--- src/rtl/etl_pkg.sv ---
package etl_pkg;

    // Length limit and the widths that follow from it
    localparam int MAX_EXPR_LEN = 4096;
    localparam int POS_W        = $clog2(MAX_EXPR_LEN + 1);
    localparam int TS_W         = $clog2(MAX_EXPR_LEN);

    // Result field widths and saturation limits
    localparam int START_W   = 12;
    localparam int LEN_W     = 13;
    localparam int START_MAX = 4095;
    localparam int LEN_MAX   = 8191;

    // Up to three results per input byte
    localparam int RES_SLOTS   = 3;
    localparam int CNT_W       = $clog2(RES_SLOTS + 1);
    localparam int NUM_CAND    = 4;
    localparam int IN_TDATA_W  = 8;
    localparam int OUT_TDATA_W = 40;

    // Character codes
    localparam logic [7:0] CH_LF     = 8'h0A;
    localparam logic [7:0] CH_CR     = 8'h0D;
    localparam logic [7:0] CH_SPACE  = 8'h20;
    localparam logic [7:0] CH_GT     = 8'h3E;
    localparam logic [7:0] CH_MINUS  = 8'h2D;
    localparam logic [7:0] CH_X      = 8'h78;
    localparam logic [7:0] CH_DOT    = 8'h2E;
    localparam logic [7:0] CH_STAR   = 8'h2A;
    localparam logic [7:0] CH_AMP    = 8'h26;
    localparam logic [7:0] CH_LSQ    = 8'h5B;
    localparam logic [7:0] CH_RSQ    = 8'h5D;
    localparam logic [7:0] CH_LPAR   = 8'h28;
    localparam logic [7:0] CH_RPAR   = 8'h29;
    localparam logic [7:0] CH_UNDER  = 8'h5F;

    typedef enum logic [3:0] {
        KIND_INT    = 4'd0,
        KIND_NAME   = 4'd1,
        KIND_ARROW  = 4'd2,
        KIND_DOT    = 4'd3,
        KIND_STAR   = 4'd4,
        KIND_AMP    = 4'd5,
        KIND_LSQ    = 4'd6,
        KIND_RSQ    = 4'd7,
        KIND_LPAR   = 4'd8,
        KIND_RPAR   = 4'd9,
        KIND_MINUS  = 4'd10,
        KIND_ERROR  = 4'd11,
        KIND_END    = 4'd12
    } etl_kind_t;

    typedef enum logic [1:0] {
        PEND_NONE   = 2'd0,
        PEND_INT    = 2'd1,
        PEND_NAME   = 2'd2,
        PEND_HYPHEN = 2'd3
    } etl_pend_t;

    typedef enum logic [1:0] {
        ERR_NONE     = 2'd0,
        ERR_INVALID  = 2'd1,
        ERR_TOO_LONG = 2'd2
    } etl_err_t;

    typedef struct packed {
        logic [7:0] ch;
        logic       final_byte;
    } etl_byte_t;

    typedef struct packed {
        etl_kind_t          kind;
        logic [START_W-1:0] start_res;
        logic [LEN_W-1:0]   length;
        etl_err_t           error_code;
        logic [7:0]         bad_char;
    } etl_result_t;

    typedef struct packed {
        etl_result_t [RES_SLOTS-1:0] slot;
        logic [CNT_W-1:0]            count;
    } etl_bundle_t;

    // Character classes
    function automatic logic is_digit(input logic [7:0] c);
        return c inside {[8'h30:8'h39]};
    endfunction

    function automatic logic is_name_first(input logic [7:0] c);
        return c inside {[8'h41:8'h5A], [8'h61:8'h7A], CH_UNDER};
    endfunction

    function automatic logic is_name_more(input logic [7:0] c);
        return is_name_first(c) || is_digit(c);
    endfunction

    function automatic logic is_int_more(input logic [7:0] c);
        return is_digit(c) || (c == CH_X) || (c inside {[8'h41:8'h46], [8'h61:8'h66]});
    endfunction

    function automatic logic is_space(input logic [7:0] c);
        return c inside {CH_LF, CH_CR, CH_SPACE};
    endfunction

    function automatic logic is_punct(input logic [7:0] c);
        return c inside {CH_DOT, CH_STAR, CH_AMP, CH_LSQ, CH_RSQ, CH_LPAR, CH_RPAR};
    endfunction

    function automatic etl_kind_t punct_kind(input logic [7:0] c);
        etl_kind_t k;
        case (c)
            CH_DOT:  k = KIND_DOT;
            CH_STAR: k = KIND_STAR;
            CH_AMP:  k = KIND_AMP;
            CH_LSQ:  k = KIND_LSQ;
            CH_RSQ:  k = KIND_RSQ;
            CH_LPAR: k = KIND_LPAR;
            CH_RPAR: k = KIND_RPAR;
            default: k = KIND_ERROR;
        endcase
        return k;
    endfunction

    // Saturating conversions of an offset to the result fields
    function automatic logic [START_W-1:0] sat_start(input logic [POS_W-1:0] v);
        logic [31:0] w;
        w = 32'(v);
        return (w > 32'(START_MAX)) ? START_W'(START_MAX) : w[START_W-1:0];
    endfunction

    function automatic logic [LEN_W-1:0] sat_len(input logic [POS_W-1:0] v);
        logic [31:0] w;
        w = 32'(v);
        return (w > 32'(LEN_MAX)) ? LEN_W'(LEN_MAX) : w[LEN_W-1:0];
    endfunction

    function automatic etl_result_t mk_result(input etl_kind_t k, input logic [START_W-1:0] s,
                                              input logic [LEN_W-1:0] l, input etl_err_t e,
                                              input logic [7:0] b);
        etl_result_t r;
        r.kind       = k;
        r.start_res  = s;
        r.length     = l;
        r.error_code = e;
        r.bad_char   = b;
        return r;
    endfunction

endpackage

--- src/rtl/expression_token_lexer_core.sv ---
// Channel  Dir  tdata (low bit up)                                  tlast
// s_       in   ch[7:0]                                             final_byte
// m_       out  kind[3:0] start_res[15:4] length[28:16]             run_last
//               error_code[30:29] bad_char[38:31], zero fill [39]
//
// One input byte per cycle unless stalled; it produces zero to three results, shown
// one per cycle while m_tready is high. Path: byte register, lexer step, result
// register; a byte's results are loaded when the result register is free and can
// transfer from there. A byte with two or three results holds the input while the
// result register drains.
// Reset: aresetn low at a clock edge clears the lexer state and both stages.
// Stalls: m_tready low holds the result register; one more byte is still taken if the byte register is empty.
module expression_token_lexer_core (
    input  logic                              aclk,
    input  logic                              aresetn,
    input  logic                              s_tvalid,
    output logic                              s_tready,
    input  logic [etl_pkg::IN_TDATA_W-1:0]    s_tdata,   // ch[7:0]
    input  logic                              s_tlast,
    output logic                              m_tvalid,
    input  logic                              m_tready,
    output logic [etl_pkg::OUT_TDATA_W-1:0]   m_tdata,   // kind, start_res, length,
                                                         // error_code, bad_char
    output logic                              m_tlast
);

    etl_pkg::etl_byte_t   in_byte;
    etl_pkg::etl_bundle_t bundle;
    logic                 advance;
    logic                 out_free;

    etl_in_stage u_in (
        .aclk     (aclk),
        .aresetn  (aresetn),
        .s_tvalid (s_tvalid),
        .s_tready (s_tready),
        .s_tdata  (s_tdata),
        .s_tlast  (s_tlast),
        .out_free (out_free),
        .advance  (advance),
        .in_byte  (in_byte)
    );

    etl_step u_step (
        .aclk    (aclk),
        .aresetn (aresetn),
        .in_byte (in_byte),
        .advance (advance),
        .bundle  (bundle)
    );

    etl_out u_out (
        .aclk     (aclk),
        .aresetn  (aresetn),
        .load     (advance),
        .bundle   (bundle),
        .free     (out_free),
        .m_tvalid (m_tvalid),
        .m_tready (m_tready),
        .m_tdata  (m_tdata),
        .m_tlast  (m_tlast)
    );

endmodule

--- src/rtl/etl_in_stage.sv ---
module etl_in_stage (
    input  logic                        aclk,
    input  logic                        aresetn,
    input  logic                        s_tvalid,
    output logic                        s_tready,
    input  logic [7:0]                  s_tdata,
    input  logic                        s_tlast,
    input  logic                        out_free,
    output logic                        advance,
    output etl_pkg::etl_byte_t          in_byte
);

    logic               valid_reg;
    logic               valid_next;
    etl_pkg::etl_byte_t byte_reg;
    logic               take;

    // Byte moves on whenever the result stage can take a bundle
    assign advance  = valid_reg && out_free;
    assign s_tready = !valid_reg || out_free;
    assign take     = s_tvalid && s_tready;
    assign in_byte  = byte_reg;

    always_comb begin
        valid_next = valid_reg;
        if (take) begin
            valid_next = 1'b1;
        end else if (advance) begin
            valid_next = 1'b0;
        end
    end

    always_ff @(posedge aclk) begin
        if (!aresetn) begin
            valid_reg <= 1'b0;
        end else begin
            valid_reg <= valid_next;
        end
    end

    always_ff @(posedge aclk) begin
        if (take) begin
            byte_reg.ch         <= s_tdata;
            byte_reg.final_byte <= s_tlast;
        end
    end

endmodule

--- src/rtl/etl_step.sv ---
module etl_step (
    input  logic                 aclk,
    input  logic                 aresetn,
    input  etl_pkg::etl_byte_t   in_byte,
    input  logic                 advance,
    output etl_pkg::etl_bundle_t bundle
);

    logic [etl_pkg::POS_W-1:0] position_reg;
    logic [etl_pkg::POS_W-1:0] position_next;
    etl_pkg::etl_pend_t        pend_reg;
    etl_pkg::etl_pend_t        pend_next;
    logic [etl_pkg::TS_W-1:0]  ts_reg;
    logic [etl_pkg::TS_W-1:0]  ts_next;
    logic                      es_reg;
    logic                      es_next;

    logic [7:0]                c;
    logic                      fin;
    logic [etl_pkg::POS_W-1:0] p;
    logic [etl_pkg::POS_W-1:0] p_plus1;
    logic [etl_pkg::POS_W-1:0] ts_ext;
    logic [etl_pkg::POS_W-1:0] new_ts_ext;
    logic                      too_long;
    logic                      live;
    logic                      cont;
    logic                      arrow;
    logic                      classify_on;
    logic                      cls_bad;
    logic                      cls_opens;
    logic                      es_step;
    etl_pkg::etl_pend_t        new_pend;
    logic [etl_pkg::TS_W-1:0]  new_ts;

    etl_pkg::etl_result_t      cand [etl_pkg::NUM_CAND];
    logic [etl_pkg::NUM_CAND-1:0] cvalid;
    logic [etl_pkg::CNT_W-1:0] cnt;

    assign c       = in_byte.ch;
    assign fin     = in_byte.final_byte;
    assign p       = position_reg;
    assign p_plus1 = p + etl_pkg::POS_W'(1);
    assign ts_ext  = etl_pkg::POS_W'(ts_reg);

    // Shared decode of the current byte against the open token
    assign too_long    = !es_reg && (p >= etl_pkg::POS_W'(etl_pkg::MAX_EXPR_LEN));
    assign live        = !es_reg && !too_long;
    assign cont        = ((pend_reg == etl_pkg::PEND_INT) && etl_pkg::is_int_more(c)) ||
                         ((pend_reg == etl_pkg::PEND_NAME) && etl_pkg::is_name_more(c));
    assign arrow       = (pend_reg == etl_pkg::PEND_HYPHEN) && (c == etl_pkg::CH_GT);
    assign classify_on = live && !cont && !arrow;
    assign cls_opens   = etl_pkg::is_digit(c) || etl_pkg::is_name_first(c) ||
                         (c == etl_pkg::CH_MINUS);
    assign cls_bad     = !etl_pkg::is_space(c) && !cls_opens && !etl_pkg::is_punct(c);
    assign es_step     = es_reg || too_long || (classify_on && cls_bad);

    // Open token after this byte, before any final flush
    always_comb begin
        new_pend = etl_pkg::PEND_NONE;
        new_ts   = ts_reg;
        if (live && cont) begin
            new_pend = pend_reg;
        end else if (classify_on) begin
            if (etl_pkg::is_digit(c)) begin
                new_pend = etl_pkg::PEND_INT;
            end else if (etl_pkg::is_name_first(c)) begin
                new_pend = etl_pkg::PEND_NAME;
            end else if (c == etl_pkg::CH_MINUS) begin
                new_pend = etl_pkg::PEND_HYPHEN;
            end
            if (cls_opens) begin
                new_ts = p[etl_pkg::TS_W-1:0];
            end
        end
    end

    assign new_ts_ext = etl_pkg::POS_W'(new_ts);

    // Candidate results in emission order: flush/limit error, classify, final flush, end
    always_comb begin
        cvalid = '0;

        if (too_long) begin
            cand[0] = etl_pkg::mk_result(etl_pkg::KIND_ERROR, etl_pkg::sat_start(p), '0,
                                         etl_pkg::ERR_TOO_LONG, 8'h00);
        end else if (arrow) begin
            cand[0] = etl_pkg::mk_result(etl_pkg::KIND_ARROW, etl_pkg::sat_start(ts_ext),
                                         etl_pkg::LEN_W'(2), etl_pkg::ERR_NONE, 8'h00);
        end else if (pend_reg == etl_pkg::PEND_HYPHEN) begin
            cand[0] = etl_pkg::mk_result(etl_pkg::KIND_MINUS, etl_pkg::sat_start(ts_ext),
                                         etl_pkg::LEN_W'(1), etl_pkg::ERR_NONE, 8'h00);
        end else begin
            cand[0] = etl_pkg::mk_result((pend_reg == etl_pkg::PEND_INT) ?
                                         etl_pkg::KIND_INT : etl_pkg::KIND_NAME,
                                         etl_pkg::sat_start(ts_ext),
                                         etl_pkg::sat_len(p - ts_ext),
                                         etl_pkg::ERR_NONE, 8'h00);
        end
        cvalid[0] = too_long || (live && (pend_reg != etl_pkg::PEND_NONE) && !cont);

        if (cls_bad) begin
            cand[1] = etl_pkg::mk_result(etl_pkg::KIND_ERROR, etl_pkg::sat_start(p), '0,
                                         etl_pkg::ERR_INVALID, c);
        end else begin
            cand[1] = etl_pkg::mk_result(etl_pkg::punct_kind(c), etl_pkg::sat_start(p),
                                         etl_pkg::LEN_W'(1), etl_pkg::ERR_NONE, 8'h00);
        end
        cvalid[1] = classify_on && (cls_bad || etl_pkg::is_punct(c));

        if (new_pend == etl_pkg::PEND_HYPHEN) begin
            cand[2] = etl_pkg::mk_result(etl_pkg::KIND_MINUS, etl_pkg::sat_start(new_ts_ext),
                                         etl_pkg::LEN_W'(1), etl_pkg::ERR_NONE, 8'h00);
        end else begin
            cand[2] = etl_pkg::mk_result((new_pend == etl_pkg::PEND_INT) ?
                                         etl_pkg::KIND_INT : etl_pkg::KIND_NAME,
                                         etl_pkg::sat_start(new_ts_ext),
                                         etl_pkg::sat_len(p_plus1 - new_ts_ext),
                                         etl_pkg::ERR_NONE, 8'h00);
        end
        cvalid[2] = fin && live && !es_step && (new_pend != etl_pkg::PEND_NONE);

        cand[3]   = etl_pkg::mk_result(etl_pkg::KIND_END, '0, '0, etl_pkg::ERR_NONE, 8'h00);
        cvalid[3] = fin;
    end

    // Pack the valid candidates into consecutive slots
    always_comb begin
        bundle = '0;
        cnt    = '0;
        for (int i = 0; i < etl_pkg::NUM_CAND; i++) begin
            if (cvalid[i]) begin
                bundle.slot[cnt] = cand[i];
                cnt              = cnt + etl_pkg::CNT_W'(1);
            end
        end
        bundle.count = cnt;
    end

    // Lexer state update; a final byte returns everything to reset
    always_comb begin
        position_next = position_reg;
        pend_next     = pend_reg;
        ts_next       = ts_reg;
        es_next       = es_reg;
        if (advance) begin
            if (fin) begin
                position_next = '0;
                pend_next     = etl_pkg::PEND_NONE;
                ts_next       = '0;
                es_next       = 1'b0;
            end else begin
                position_next = live ? p_plus1 : p;
                pend_next     = new_pend;
                ts_next       = new_ts;
                es_next       = es_step;
            end
        end
    end

    always_ff @(posedge aclk) begin
        if (!aresetn) begin
            position_reg <= '0;
            pend_reg     <= etl_pkg::PEND_NONE;
            ts_reg       <= '0;
            es_reg       <= 1'b0;
        end else begin
            position_reg <= position_next;
            pend_reg     <= pend_next;
            ts_reg       <= ts_next;
            es_reg       <= es_next;
        end
    end

`ifndef SYNTHESIS
    // An error always closes the open token
    a_err_no_pend: assert property (@(posedge aclk) disable iff (!aresetn)
        es_reg |-> (pend_reg == etl_pkg::PEND_NONE))
        else $error("token still open after error");

    // Offset stops at the limit
    a_pos_bound: assert property (@(posedge aclk) disable iff (!aresetn)
        position_reg <= etl_pkg::POS_W'(etl_pkg::MAX_EXPR_LEN))
        else $error("position beyond limit");
`endif

endmodule

--- src/rtl/etl_out.sv ---
module etl_out (
    input  logic                              aclk,
    input  logic                              aresetn,
    input  logic                              load,
    input  etl_pkg::etl_bundle_t              bundle,
    output logic                              free,
    output logic                              m_tvalid,
    input  logic                              m_tready,
    output logic [etl_pkg::OUT_TDATA_W-1:0]   m_tdata,
    output logic                              m_tlast
);

    etl_pkg::etl_result_t [etl_pkg::RES_SLOTS-1:0] slot_reg;
    logic [etl_pkg::CNT_W-1:0] cnt_reg;
    logic [etl_pkg::CNT_W-1:0] cnt_next;
    logic [etl_pkg::CNT_W-1:0] idx_reg;
    logic [etl_pkg::CNT_W-1:0] idx_next;
    logic                      valid_reg;
    logic                      valid_next;
    logic                      xfer;
    logic                      last;
    etl_pkg::etl_result_t      cur;

    // Serialize the bundle, one result per transfer
    assign last     = (idx_reg == (cnt_reg - etl_pkg::CNT_W'(1)));
    assign xfer     = valid_reg && m_tready;
    assign free     = !valid_reg || (xfer && last);
    assign cur      = slot_reg[idx_reg];
    assign m_tvalid = valid_reg;
    assign m_tlast  = last;
    assign m_tdata  = {1'b0, cur.bad_char, cur.error_code, cur.length, cur.start_res, cur.kind};

    always_comb begin
        valid_next = valid_reg;
        cnt_next   = cnt_reg;
        idx_next   = idx_reg;
        if (load) begin
            valid_next = (bundle.count != '0);
            cnt_next   = bundle.count;
            idx_next   = '0;
        end else if (xfer) begin
            if (last) begin
                valid_next = 1'b0;
            end else begin
                idx_next = idx_reg + etl_pkg::CNT_W'(1);
            end
        end
    end

    always_ff @(posedge aclk) begin
        if (!aresetn) begin
            valid_reg <= 1'b0;
            cnt_reg   <= '0;
            idx_reg   <= '0;
        end else begin
            valid_reg <= valid_next;
            cnt_reg   <= cnt_next;
            idx_reg   <= idx_next;
        end
    end

    always_ff @(posedge aclk) begin
        if (load) begin
            slot_reg <= bundle.slot;
        end
    end

`ifndef SYNTHESIS
    // A shown result always lies inside the loaded bundle
    a_idx_in_range: assert property (@(posedge aclk) disable iff (!aresetn)
        valid_reg |-> ((cnt_reg != '0) && (idx_reg < cnt_reg)))
        else $error("result index outside bundle");

    // A transfer that is not the last of its byte moves on to the next slot
    a_next_slot: assert property (@(posedge aclk) disable iff (!aresetn)
        (xfer && !last) |=> (valid_reg && (idx_reg == $past(idx_reg) + etl_pkg::CNT_W'(1))))
        else $error("bundle drain skipped or lost a result");
`endif

endmodule

--- config.mk ---
export PLATFORM = sky130hd
export DESIGN_NAME = expression_token_lexer_core
export DESIGN_NICKNAME = d
export VERILOG_FILES = /design/src/rtl/etl_pkg.sv /design/src/rtl/expression_token_lexer_core.sv /design/src/rtl/etl_in_stage.sv /design/src/rtl/etl_step.sv /design/src/rtl/etl_out.sv
export SDC_FILE = /design/constraint.sdc
export NUM_CORES = 1
export LEC_CHECK = 0
export BUFFER_PORTS_ARGS = -buffer_cell sky130_fd_sc_hd__buf_2
export CORE_ASPECT_RATIO = 0.6
export CORE_UTILIZATION = 25
export DETAILED_ROUTE_END_ITERATION = 8
export GPL_TIMING_DRIVEN = 0
export PLACE_DENSITY = 0.42
export SETUP_SLACK_MARGIN = 0.02
export SLEW_MARGIN = 20
export SYNTH_ARGS = -nofsm -noshare
export SYNTH_HDL_FRONTEND = slang
export SYNTH_HIERARCHICAL = 1
export SYNTH_SLANG_ARGS = --single-unit
--- constraint.sdc ---
create_clock -name aclk -period 6.1 [get_ports aclk]
set_input_delay 0.61 -clock aclk [delete_from_list [all_inputs] [get_ports aclk]]
set_output_delay 0.61 -clock aclk [all_outputs]
set_load 0.1 [all_outputs]
==> results of run 1 <==
## repair_timing
item | in CTS | in global routing
setup endpoints to repair | 0 | 3
gates resized for setup | 0 | 2
setup buffers | 0 | 0
## metal layers
| metal | vias to the layer above | share of wire | wire, um |
|---|---|---|---|
| li1 | 3884 | - | - |
| met1 | 4015 | 0.56 | 19700 |
| met2 | 279 | 0.35 | 12300 |
| met3 | 16 | 0.078 | 2730 |
| met4 | 0 | 0.0073 | 257 |
| met5 | - | 0 | 0 |
## layout make-up
cell class	count	area, um^2
Clock buffer	17	425
Buffer	80	409
Sequential cell	160	4460
Timing Repair Buffer	56	318
Clock inverter	15	193
Fill cell	4111	27500
Tap cell	522	653
Multi-Input combinational cell	760	4960
Inverter	32	120
## stage by stage
step / instances / instance area, um^2 / utilization / total power [uW] / setup WS, ps
after floorplan: 1032 / 9940 / - / 1680 / 1910
after global placement: 1608 / 10900 / 0.278 / 1810 / 330
after detailed placement: 1610 / 10900 / 0.280 / 1810 / 396
after CTS: 1642 / 11500 / 0.296 / 2960 / 362
after global routing: 1642 / 11500 / 0.296 / 3040 / 114
final: 1642 / 11500 / 0.296 / 2930 / 572
## worst max path at each step
stage                                          from                            to  slack, ps  cells past startpoint
after floorplan           u_in/in_byte[5]$_DFFE_PP_  u_out/slot_reg[22]$_DFFE_PP_       1910                     18
after global placement    u_in/in_byte[2]$_DFFE_PP_  u_out/slot_reg[22]$_DFFE_PP_        330                     15
after detailed placement  u_in/in_byte[2]$_DFFE_PP_  u_out/slot_reg[22]$_DFFE_PP_        400                     17
after CTS                 u_in/in_byte[2]$_DFFE_PP_  u_out/slot_reg[22]$_DFFE_PP_        360                     17
after global routing      u_in/in_byte[2]$_DFFE_PP_  u_out/slot_reg[22]$_DFFE_PP_        110                     18
final                     u_in/in_byte[2]$_DFFE_PP_  u_out/slot_reg[22]$_DFFE_PP_        570                     18
## cell usage after synthesis (all sizes together), types with 3 or more instances
cell and count:
o21a 21, a22oi 7, a311oi 3, and4b 3, a32o 3, edfxtp 126
a211o 3, a21o 7, nand2b 9, nor3 23, or2 6, a31oi 4
nand3 35, o31ai 5, nand2 99, xnor2 24, nand4 9, xor2 7
and2 37, dfxtp 34, mux2i 42, nor3b 3, o22ai 17, o211ai 11
a2111oi 3, nand3b 8, o21ai 81, a21oi 51, nor2 94, and3 4
or3 7, buf 40, o31a 10, inv 31, nor4 9, ha 32
clkbuf 40, a211oi 7, a21boi 7, nor2b 22, a221oi 13, a31o 3
## worst max-delay path: stages, from the launching register on
cell and delay, ps:
edfxtp_1 490, clkbuf_1 460, and4b_1 310, nor2b_1 50
nor2_1 290, a2111o_1 350, buf_2 310, o21ai_1 130
and2_1 310, inv_1 100, ha_1 200, fa_1 240
nor2b_1 70, o31ai_1 470, a211oi_1 190, nor4_1 410
o21a_1 190, o21ai_1 170, o31ai_1 520
## power by group through the flow
stage | sequential (uW) | clock, uW | combinational, uW
final | 1260 | 1140 | 530
after global routing | 1260 | 1210 | 559
after CTS | 1260 | 1180 | 528
after detailed placement | 1280 | 0 | 527
after global placement | 1290 | 0 | 522
after floorplan | 1280 | 0 | 393
## cells by family (layout without fill, tap and decap cells)
family,after synthesis,after routing,synth area share
AO/OA/AOI/OAI,266,266,0.187
XOR/XNOR,31,31,0.0274
adder cells (fa/ha/maj),35,35,0.0456
buffers and inverters,112,200,0.0534
flip-flops,160,160,0.451
multiplexers,42,42,0.0424
other,2,12,0.000758
AND/OR/NAND/NOR,374,374,0.192
==> results.tsv, run 1 <==
stage	metric	value	unit
sta	timing.slew.headroom	0.221	
detailed_routing	dr_total_vias	8194	
final_layout	most_frequent_cells_in_the_layout	edfxtp_1 (126), nand2_1 (99), nor2_1 (93)	
setup_path	crit_path_end_kind	flip-flop	
synth	post-synth-top-area-cell	edfxtp_1	
sta	layout_min_cycle_time	5530	ps
synth	synth.yosys.seq_area_share	0.451	
setup_path	timing.rr.start	u_in/in_byte[2]$_DFFE_PP_	
sta	drv_slew	0	
placed_design	placement.io_buffers	54	
cts	cts-hold-fix-buffers	0	
sta	totalNegativeSetupSlack	0	ps
sta	worst_hold_slack	334	ps
global_route	gr-usage-all-layers	0.175	
floorplan	placeableCoreArea	39000	um^2
cts	clock_tree.buffer_depth	2	
cts	cts.sinks	160	
detailed_routing	wl	35.0	mm
global_route	largest_net_degree_at_the_start_of_global_routing	51	
worst_hold_path	worstHoldPathCells	1	
cts	numCtsBuffers	17	
final_layout	area.growth.synth_to_final	16.5	%
worst_hold_path	min-delay-path-class	in -> reg	
placed_design	place_hpwl	26.9	mm
global_route	global_route.usage.met3	0.0456	
final_layout	mostFrequentLayoutCell	edfxtp_1	
floorplan	io_pins	56	
final_layout	final_layout_size_suffix_gt1_frac	0.154	
global_route	via_count_of_the_first_global_routing_pass	7571	
detailed_routing	wl_per_cell	21.3	um
setup_path	crit_arrival	5720	ps
setup_path	cp_max_fo	10	
global_route	grt_remaining_overflow	0	
synth	syn-mean-instance-area	9.69	um^2
sta	setup-violations-final	0	
power_and_ir_drop	power_switching_share	0.327	
sta	worstMarginPinSlew	1170	ps
detailed_routing	drt-vias-per-instance	4.99	
synth	synth_ff_type	edfxtp_1	
power_and_ir_drop	share_clk_of_total_power	0.390	
setup_path	rrSetupSlack	570	ps
run_status	run_status	complete, no violations	
worst_hold_path	timing.hold.worst_endpoint	u_in/in_byte[6]$_DFFE_PP_	
setup_path	critical_path_required	6300	ps
global_route	grt.busiest_layer	met1	
cts	clock_latency	450	ps
power_and_ir_drop	power_per_cell_area	254	nW/um^2
final_layout	finalNetCount	1154	
setup_path	worstReg2RegEnd	u_out/slot_reg[22]$_DFFE_PP_	
synth	synth_edf_count	126	
synth	synth.ff_latch_count	160	
detailed_routing	post-route-drc-count	0	
worst_hold_path	hold_path_startpoint	s_tdata[5]	
synth	mappedNetlistArea	9910	um^2
floorplan	fp-row-count	56	
power_and_ir_drop	p_int	1970	uW
power_and_ir_drop	power.leakage	0.00384	uW
floorplan	chipHeight	156	um
cts	cts_tree	built	
detailed_routing	drt_first_iter_violations	798	
synth	count_of_unique_library_cells_instantiated_by_yosys	86	
sta	max_freq	181	MHz
setup_path	timing.reg2reg.worst_path_depth	18	
synth	yosysWarnings	6	
synth	ys_async_rst_share	0	
floorplan	floorplan.initialDensity	0.254	
setup_path	critPathLaunchType	flip-flop	
synth	postSynthCellCount	1022	
run	max_cap_violations	0	
detailed_routing	first_pass_detailed_route_iteration_total	5	
global_route	grtUsageMet1	0.292	
setup_path	critical_path_class	reg -> reg	
floorplan	die-width	259	um
cts	cts.clk_slew.worst_paths	70	ps
power_and_ir_drop	vdd_ir_drop_max	151	uV
power_and_ir_drop	p_seq_frac	0.429	
floorplan	floorplan.die_area	40500	um^2
final_layout	num_antenna_cells	0	
cts	htree_num_levels	4	
final_layout	largest_register_ff_count	117	
sta	finClkSkew	13.4	ps
sta	grt_setup_unrepaired	no	
power_and_ir_drop	netSwitchingPower	958	uW
synth	synth_top_area_share	0.382	
global_route	grt_antenna_before_repair	1	
cts	clock_tree.root_cell	clkbuf_16	
power_and_ir_drop	combPwrFrac	0.181	
sta	layout_worst_path_cycle_share	0.906	
global_route	grt_first_pass_wirelength	51.0	mm
global_route	grt_util_met2	0.207	
synth	ys_top_cells_by_area	edfxtp_1 (38%), dfxtp_1 (6.9%), mux2i_1 (4.2%)	
placed_design	place_congestion	0.906	
sta	hold_viol_final	0	
detailed_routing	antenna_violating_nets_post_route	0	
(Power assumes the default switching activity.)
==> run 2, diff against run 1 <==
Settings changed: BUFFER_PORTS_ARGS -buffer_cell sky130_fd_sc_hd__buf_2 to default, CTS_CLUSTER_DIAMETER from default to 80, DONT_BUFFER_PORTS from default to 1, PLACE_DENSITY 0.42 to 0.41.
==> run 2 against run 1 <==
  * Clock power hardly changed
  * Final cell count shrank 3.3%
  * Non-clock buffer count fell by 54
  * Combinational power fell by 3%
  * Highest routed layer is now met5
==> results.tsv, run 2 (same netlist as run 1, synthesis figures left out) <==
stage	metric	value	unit
sta	layout_min_cycle_time	5770	ps
final_layout	post-route-cell-area	11400	um^2
placed_design	placed_cells_incl_taps	1556	
final_layout	multi_input_area	5120	um^2
global_route	via_count_of_the_first_global_routing_pass	7305	
detailed_routing	first_pass_detailed_route_iteration_total	6	
setup_path	timing.reg2reg.worst_path_depth	15	
sta	worst_hold_slack	257	ps
detailed_routing	dr_total_vias	7976	
setup_path	rrSetupSlack	330	ps
cts	cts_tree	built	
worst_hold_path	min-delay-path-class	in -> reg	
run_status	run_status	complete, no violations	
global_route	largest_net_degree_at_the_start_of_global_routing	56	
power_and_ir_drop	power_switching_share	0.334	
sta	setup-violations-final	0	
placed_design	dpl_cell_area	10800	um^2
power_and_ir_drop	power_per_cell_area	253	nW/um^2
floorplan	io_pins	56	
setup_path	worstReg2RegEnd	u_out/slot_reg[22]$_DFFE_PP_	
detailed_routing	wl	35.1	mm
cts	cts_post_setup_buffers_inserted	0	
final_layout	final.fill_count	4067	
floorplan	die-width	259	um
power_and_ir_drop	vdd_ir_drop_max	159	uV
detailed_routing	antenna_violating_nets_post_route	0	
final_layout	finalNetCount	1100	
setup_path	crit_path_end_kind	flip-flop	
worst_hold_path	timing.hold.worst_endpoint	u_in/in_byte[5]$_DFFE_PP_	
cts	cts.clk_slew.worst_paths	70	ps
cts	htree_num_levels	4	
floorplan	placeableCoreArea	39000	um^2
global_route	grt_first_pass_wirelength	51.2	mm
power_and_ir_drop	combPwrFrac	0.177	
power_and_ir_drop	p_int	1920	uW
global_route	grt_antenna_before_repair	1	
power_and_ir_drop	netSwitchingPower	965	uW
worst_hold_path	hold_path_startpoint	s_tdata[4]	
sta	hold_viol_final	0	
cts	clock_tree.root_cell	clkbuf_16	
final_layout	sequential_cell_area	4460	um^2
setup_path	cp_max_fo	10	
power_and_ir_drop	report.power.total	2890	uW
final_layout	most_frequent_cells_in_the_layout	edfxtp_1 (126), nand2_1 (99), nor2_1 (93)	
floorplan	floorplan.initialDensity	0.254	
sta	finClkSkew	9.27	ps
power_and_ir_drop	share_clk_of_total_power	0.385	
sta	grt_setup_unrepaired	no	
floorplan	floorplan.die_area	40500	um^2
sta	drv_slew	0	
floorplan	chipHeight	156	um
power_and_ir_drop	power.leakage	0.00367	uW
detailed_routing	drt-vias-per-instance	5.02	
setup_path	critical_path_class	reg -> reg	
final_layout	instances_no_fill	1588	
sta	worstMarginPinSlew	1250	ps
final_layout	largest_register_ff_count	117	
placed_design	place_hpwl	27.1	mm
cts	numCtsBuffers	17	
global_route	gr-usage-all-layers	0.176	
run	max_cap_violations	0	
setup_path	timing.rr.start	u_in/in_byte[2]$_DFFE_PP_	
sta	max_freq	173	MHz
final_layout	mostFrequentLayoutCell	edfxtp_1	
global_route	grt_remaining_overflow	0	
sta	totalNegativeSetupSlack	0	ps
cts	cts.sinks	160	
floorplan	fp-row-count	56	
cts	clock_latency	450	ps
placed_design	placement.io_buffers	0	
cts	clock_tree.buffer_depth	2	
placed_design	place_congestion	0.886	
setup_path	critical_path_required	6270	ps
final_layout	area.growth.synth_to_final	15.3	%
detailed_routing	wl_per_cell	22.1	um
final_layout	final_layout_size_suffix_gt1_frac	0.148	
setup_path	critPathLaunchType	flip-flop	
worst_hold_path	worstHoldPathCells	0	
sta	layout_worst_path_cycle_share	0.946	
power_and_ir_drop	p_seq_frac	0.438	
detailed_routing	drt_first_iter_violations	874	
detailed_routing	post-route-drc-count	0	
final_layout	num_antenna_cells	0	
setup_path	crit_arrival	5940	ps
sta	timing.slew.headroom	0.159	
## run 2: cell types whose count changed in the layout (fill, tap and decap cells not counted), sizes merged
cell / change
buf: -54
bufinv: -1
clkinv: +2
inv: -1
## run 2: worst max path at each step
stage / start / to / slack, ps
4_1_cts: u_in/in_byte[2]$_DFFE_PP_ / u_out/slot_reg[22]$_DFFE_PP_ / 330
6_report: u_in/in_byte[2]$_DFFE_PP_ / u_out/slot_reg[22]$_DFFE_PP_ / 330
3_3_place_gp: u_in/in_byte[2]$_DFFE_PP_ / u_out/slot_reg[22]$_DFFE_PP_ / 270
3_5_place_dp: u_in/in_byte[2]$_DFFE_PP_ / u_out/slot_reg[22]$_DFFE_PP_ / 360
5_1_grt: u_in/in_byte[2]$_DFFE_PP_ / u_out/slot_reg[22]$_DFFE_PP_ / 30
2_1_floorplan: u_in/in_byte[5]$_DFFE_PP_ / u_out/slot_reg[22]$_DFFE_PP_ / 1910
## run 2: power by group through the flow
stage	Clock, uW	Combinational, uW	Sequential [uW]
2_1_floorplan	0	393	1280
3_3_place_gp	0	492	1290
3_5_place_dp	0	509	1290
4_1_cts	1140	510	1260
5_1_grt	1180	539	1270
6_report	1110	512	1260
## run 2: layout make-up
type	instances	share of cell area
Clock inverter	15	0.0153
Timing Repair Buffer	2	0.00482
Inverter	32	0.0105
Sequential cell	160	0.391
Buffer	80	0.0358
Multi-Input combinational cell	760	0.448
Tap cell	522	0.0572
Clock buffer	17	0.0373
## run 2: what timing repair did
action	4_1_cts	5_1_grt
endpoints found under the setup margin	0	3
hold buffers	0	0
gates resized for setup	0	1
## run 2: through the flow
stage,util,setup slack (ps)
CTS,0.293,332
detailed placement,0.277,358
global route,0.293,27.1
global placement,0.272,271
floorplan,-,1910
finish,0.293,326
## run 2: metal layers
layer / global-route usage / part of all wire / vias to the layer above
li1: - / - / 3791
met1: 0.295 / 0.56 / 3895
met2: 0.202 / 0.35 / 265
met3: 0.0560 / 0.084 / 23
met4: 0.0332 / 0.0074 / 2
met5: 0 / 0.00037 / -
## run 2: worst max-delay path, cell delays in order (launching register included)
cell	delay, ps
edfxtp_1	500
clkbuf_1	500
nor2b_1	140
a32o_1	310
a21oi_1	510
clkbuf_1	500
o21ai_0	190
and2_1	360
ha_1	420
nor2b_1	160
o31ai_1	510
a211oi_1	200
nor4_1	430
nor3_1	110
o21ai_1	460
o31ai_1	200
==> run 3, diff against run 2 <==
Settings changed: CORE_UTILIZATION 25 to 51, PLACE_DENSITY 0.41 to 0.69.
==> run 3 against run 2 <==
  * Worst hold slack better by 9.3 ps
  * Routed wire length is 17% lower
  * Critical path depth stayed put
  * Largest cell class unchanged
  * Critical path type unchanged
  * Largest power group unchanged
==> results.tsv, run 3 (same netlist as run 1, synthesis figures left out) <==
stage	metric	value	unit
placed_design	placement.io_buffers	0	
floorplan	placeableCoreArea	19000	um^2
setup_path	cpMaxStageDelayCell	o21ai_0	
detailed_routing	antenna_violating_nets_post_route	0	
setup_path	worstPathCellList	clkbuf_1 > nor2b_1 > a32o_1 > a21oi_1 > clkbuf_1 > o21ai_0 > and2_1 > ha_1 > nor2b_1 > o31ai_1 > a211oi_1 > nor4_1 > nor3_1 > o21ai_0 > o31ai_1	
setup_path	critPathLaunchType	flip-flop	
cts	cts.sinks	160	
setup_path	critical_path_class	reg -> reg	
setup_path	cp_max_fo	10	
global_route	gr-usage-all-layers	0.298	
cts	clock_tree.buffer_depth	2	
setup_path	timing.rr.start	u_in/in_byte[2]$_DFFE_PP_	
final_layout	final_layout_size_suffix_gt1_frac	0.147	
placed_design	place_congestion	0.998	
worst_hold_path	min-delay-path-class	in -> reg	
setup_path	critical_path.max_stage_delay	580	ps
cts	cts_post_setup_buffers_inserted	0	
setup_path	crit_arrival	5740	ps
final_layout	postLayoutCoreUtil	0.580	
cts	cts_tree	built	
floorplan	die-width	182	um
detailed_routing	first_pass_detailed_route_iteration_total	6	
floorplan	fp-row-count	39	
sta	totalNegativeSetupSlack	0	ps
sta	layout_min_cycle_time	5600	ps
run_status	run_status	complete, no violations	
global_route	grt_first_pass_wirelength	43.3	mm
sta	finClkSkew	10.4	ps
cts	postCtsResizedCells	0	
final_layout	mostFrequentLayoutCell	edfxtp_1	
floorplan	floorplan.initialDensity	0.521	
power_and_ir_drop	vdd_ir_drop_max	194	uV
sta	worstMarginPinSlew	1160	ps
cts	clock_latency	440	ps
detailed_routing	drt_first_iter_violations	883	
cts	clock_tree.root_cell	clkbuf_16	
floorplan	chipHeight	110	um
detailed_routing	wl_per_cell	22.1	um
final_layout	area.growth.synth_to_final	11.4	%
run	max_cap_violations	0	
cts	cts-hold-fix-buffers	0	
sta	max_freq	179	MHz
global_route	largest_net_degree_at_the_start_of_global_routing	59	
final_layout	largest_register_ff_count	117	
global_route	grt_remaining_overflow	0	
floorplan	floorplan.die_area	20000	um^2
detailed_routing	drt-vias-per-instance	6.25	
setup_path	rrSetupSlack	500	ps
cts	numCtsBuffers	17	
global_route	grt_antenna_before_repair	0	
sta	setup-violations-final	0	
sta	grt_setup_unrepaired	no	
power_and_ir_drop	report.power.total	2810	uW
setup_path	worstSetupEndpoint	u_out/slot_reg[22]$_DFFE_PP_	
final_layout	most_frequent_cells_in_the_layout	edfxtp_1 (126), nand2_1 (99), nor2_1 (93)	
detailed_routing	wl	29.0	mm
sta	timing.slew.headroom	0.224	
detailed_routing	post-route-drc-count	0	
setup_path	worstReg2RegEnd	u_out/slot_reg[22]$_DFFE_PP_	
cts	htree_num_levels	4	
floorplan	io_pins	56	
sta	drv_slew	0	
setup_path	crit_path_end_kind	flip-flop	
final_layout	final.fill_count	1702	
setup_path	timing.critical_path.from	u_in/in_byte[2]$_DFFE_PP_	
detailed_routing	dr_total_vias	8199	
setup_path	timing.reg2reg.worst_path_depth	15	
cts	cts.clk_slew.worst_paths	70	ps
setup_path	critical_path_required	6230	ps
final_layout	num_antenna_cells	0	
final_layout	finalNetCount	1100	
power_and_ir_drop	power.leakage	0.00366	uW
sta	layout_worst_path_cycle_share	0.918	
power_and_ir_drop	power_per_cell_area	254	nW/um^2
sta	hold_viol_final	0	
global_route	via_count_of_the_first_global_routing_pass	7189	
placed_design	place_hpwl	22.1	mm
-- run 3: cell types whose count changed in the layout (fill, tap and decap cells not counted), moves of 2 or more --
cell | previous run | this run
clkinvlp_4 | 3 | 1
o21ai_2 | 40 | 42
o21ai_4 | 2 | 0
inv_8 | 3 | 1
clkinv_4 | 1 | 4
-- run 3: how the worst min path moves through the flow --
stage,from,cells past startpoint,end
2_1_floorplan,u_out/cnt_reg[1]$_SDFFE_PN0P_,2,u_out/cnt_reg[1]$_SDFFE_PN0P_
3_3_place_gp,u_out/cnt_reg[1]$_SDFFE_PN0P_,2,u_out/cnt_reg[1]$_SDFFE_PN0P_
3_5_place_dp,u_out/cnt_reg[1]$_SDFFE_PN0P_,2,u_out/cnt_reg[1]$_SDFFE_PN0P_
4_1_cts,s_tdata[0],0,u_in/in_byte[1]$_DFFE_PP_
5_1_grt,s_tdata[1],0,u_in/in_byte[2]$_DFFE_PP_
6_report,s_tdata[0],0,u_in/in_byte[1]$_DFFE_PP_
-- run 3: cell type report --
class	count	area [um^2]	share of cell area
plain buffers	80	409	0.0371
clock buffers	17	425	0.0386
clock inverters	15	156	0.0142
inverters	32	120	0.0109
multi-input cells	760	5100	0.462
flip-flops and latches	160	4460	0.405
well taps	246	308	0.0279
repair buffers	2	47.5	0.00431
-- run 3: worst max-delay path, delay by kind of cell, from the launching register on --
family                     cells  cell delay [ps]
AOI/OAI and AO/OA              7             2400
adders and majority gates      1              410
buffers and inverters          2              860
DFF                            1              480
and+or+nand+nor                5             1130
-- run 3: through the flow --
stage          hold WS, ps  worst slack (ps)  cell area [um^2]  std cells
6_report               267               499             11000       1312
5_1_grt                245               316             11000       1312
4_1_cts                254               767             11000       1312
3_5_place_dp           564               788             10500       1280
3_3_place_gp           556               659             10300       1278
2_1_floorplan          534              1910              9940       1032
-- run 3: routing by layer --
metal,part of all wire,track usage,up-vias
met4,0.0090,0.0654,0
met2,0.37,0.382,432
li1,-,-,3798
met1,0.49,0.467,3938
met5,0,0,-
met3,0.13,0.101,31
-- run 3: power breakdown --
group | internal (uW) | leakage [uW] | switching (uW) | total [uW]
Sequential | 1240 | 0.00149 | 28.7 | 1260
Combinational | 103 | 0.00189 | 394 | 497
Clock | 574 | 0.000283 | 472 | 1050
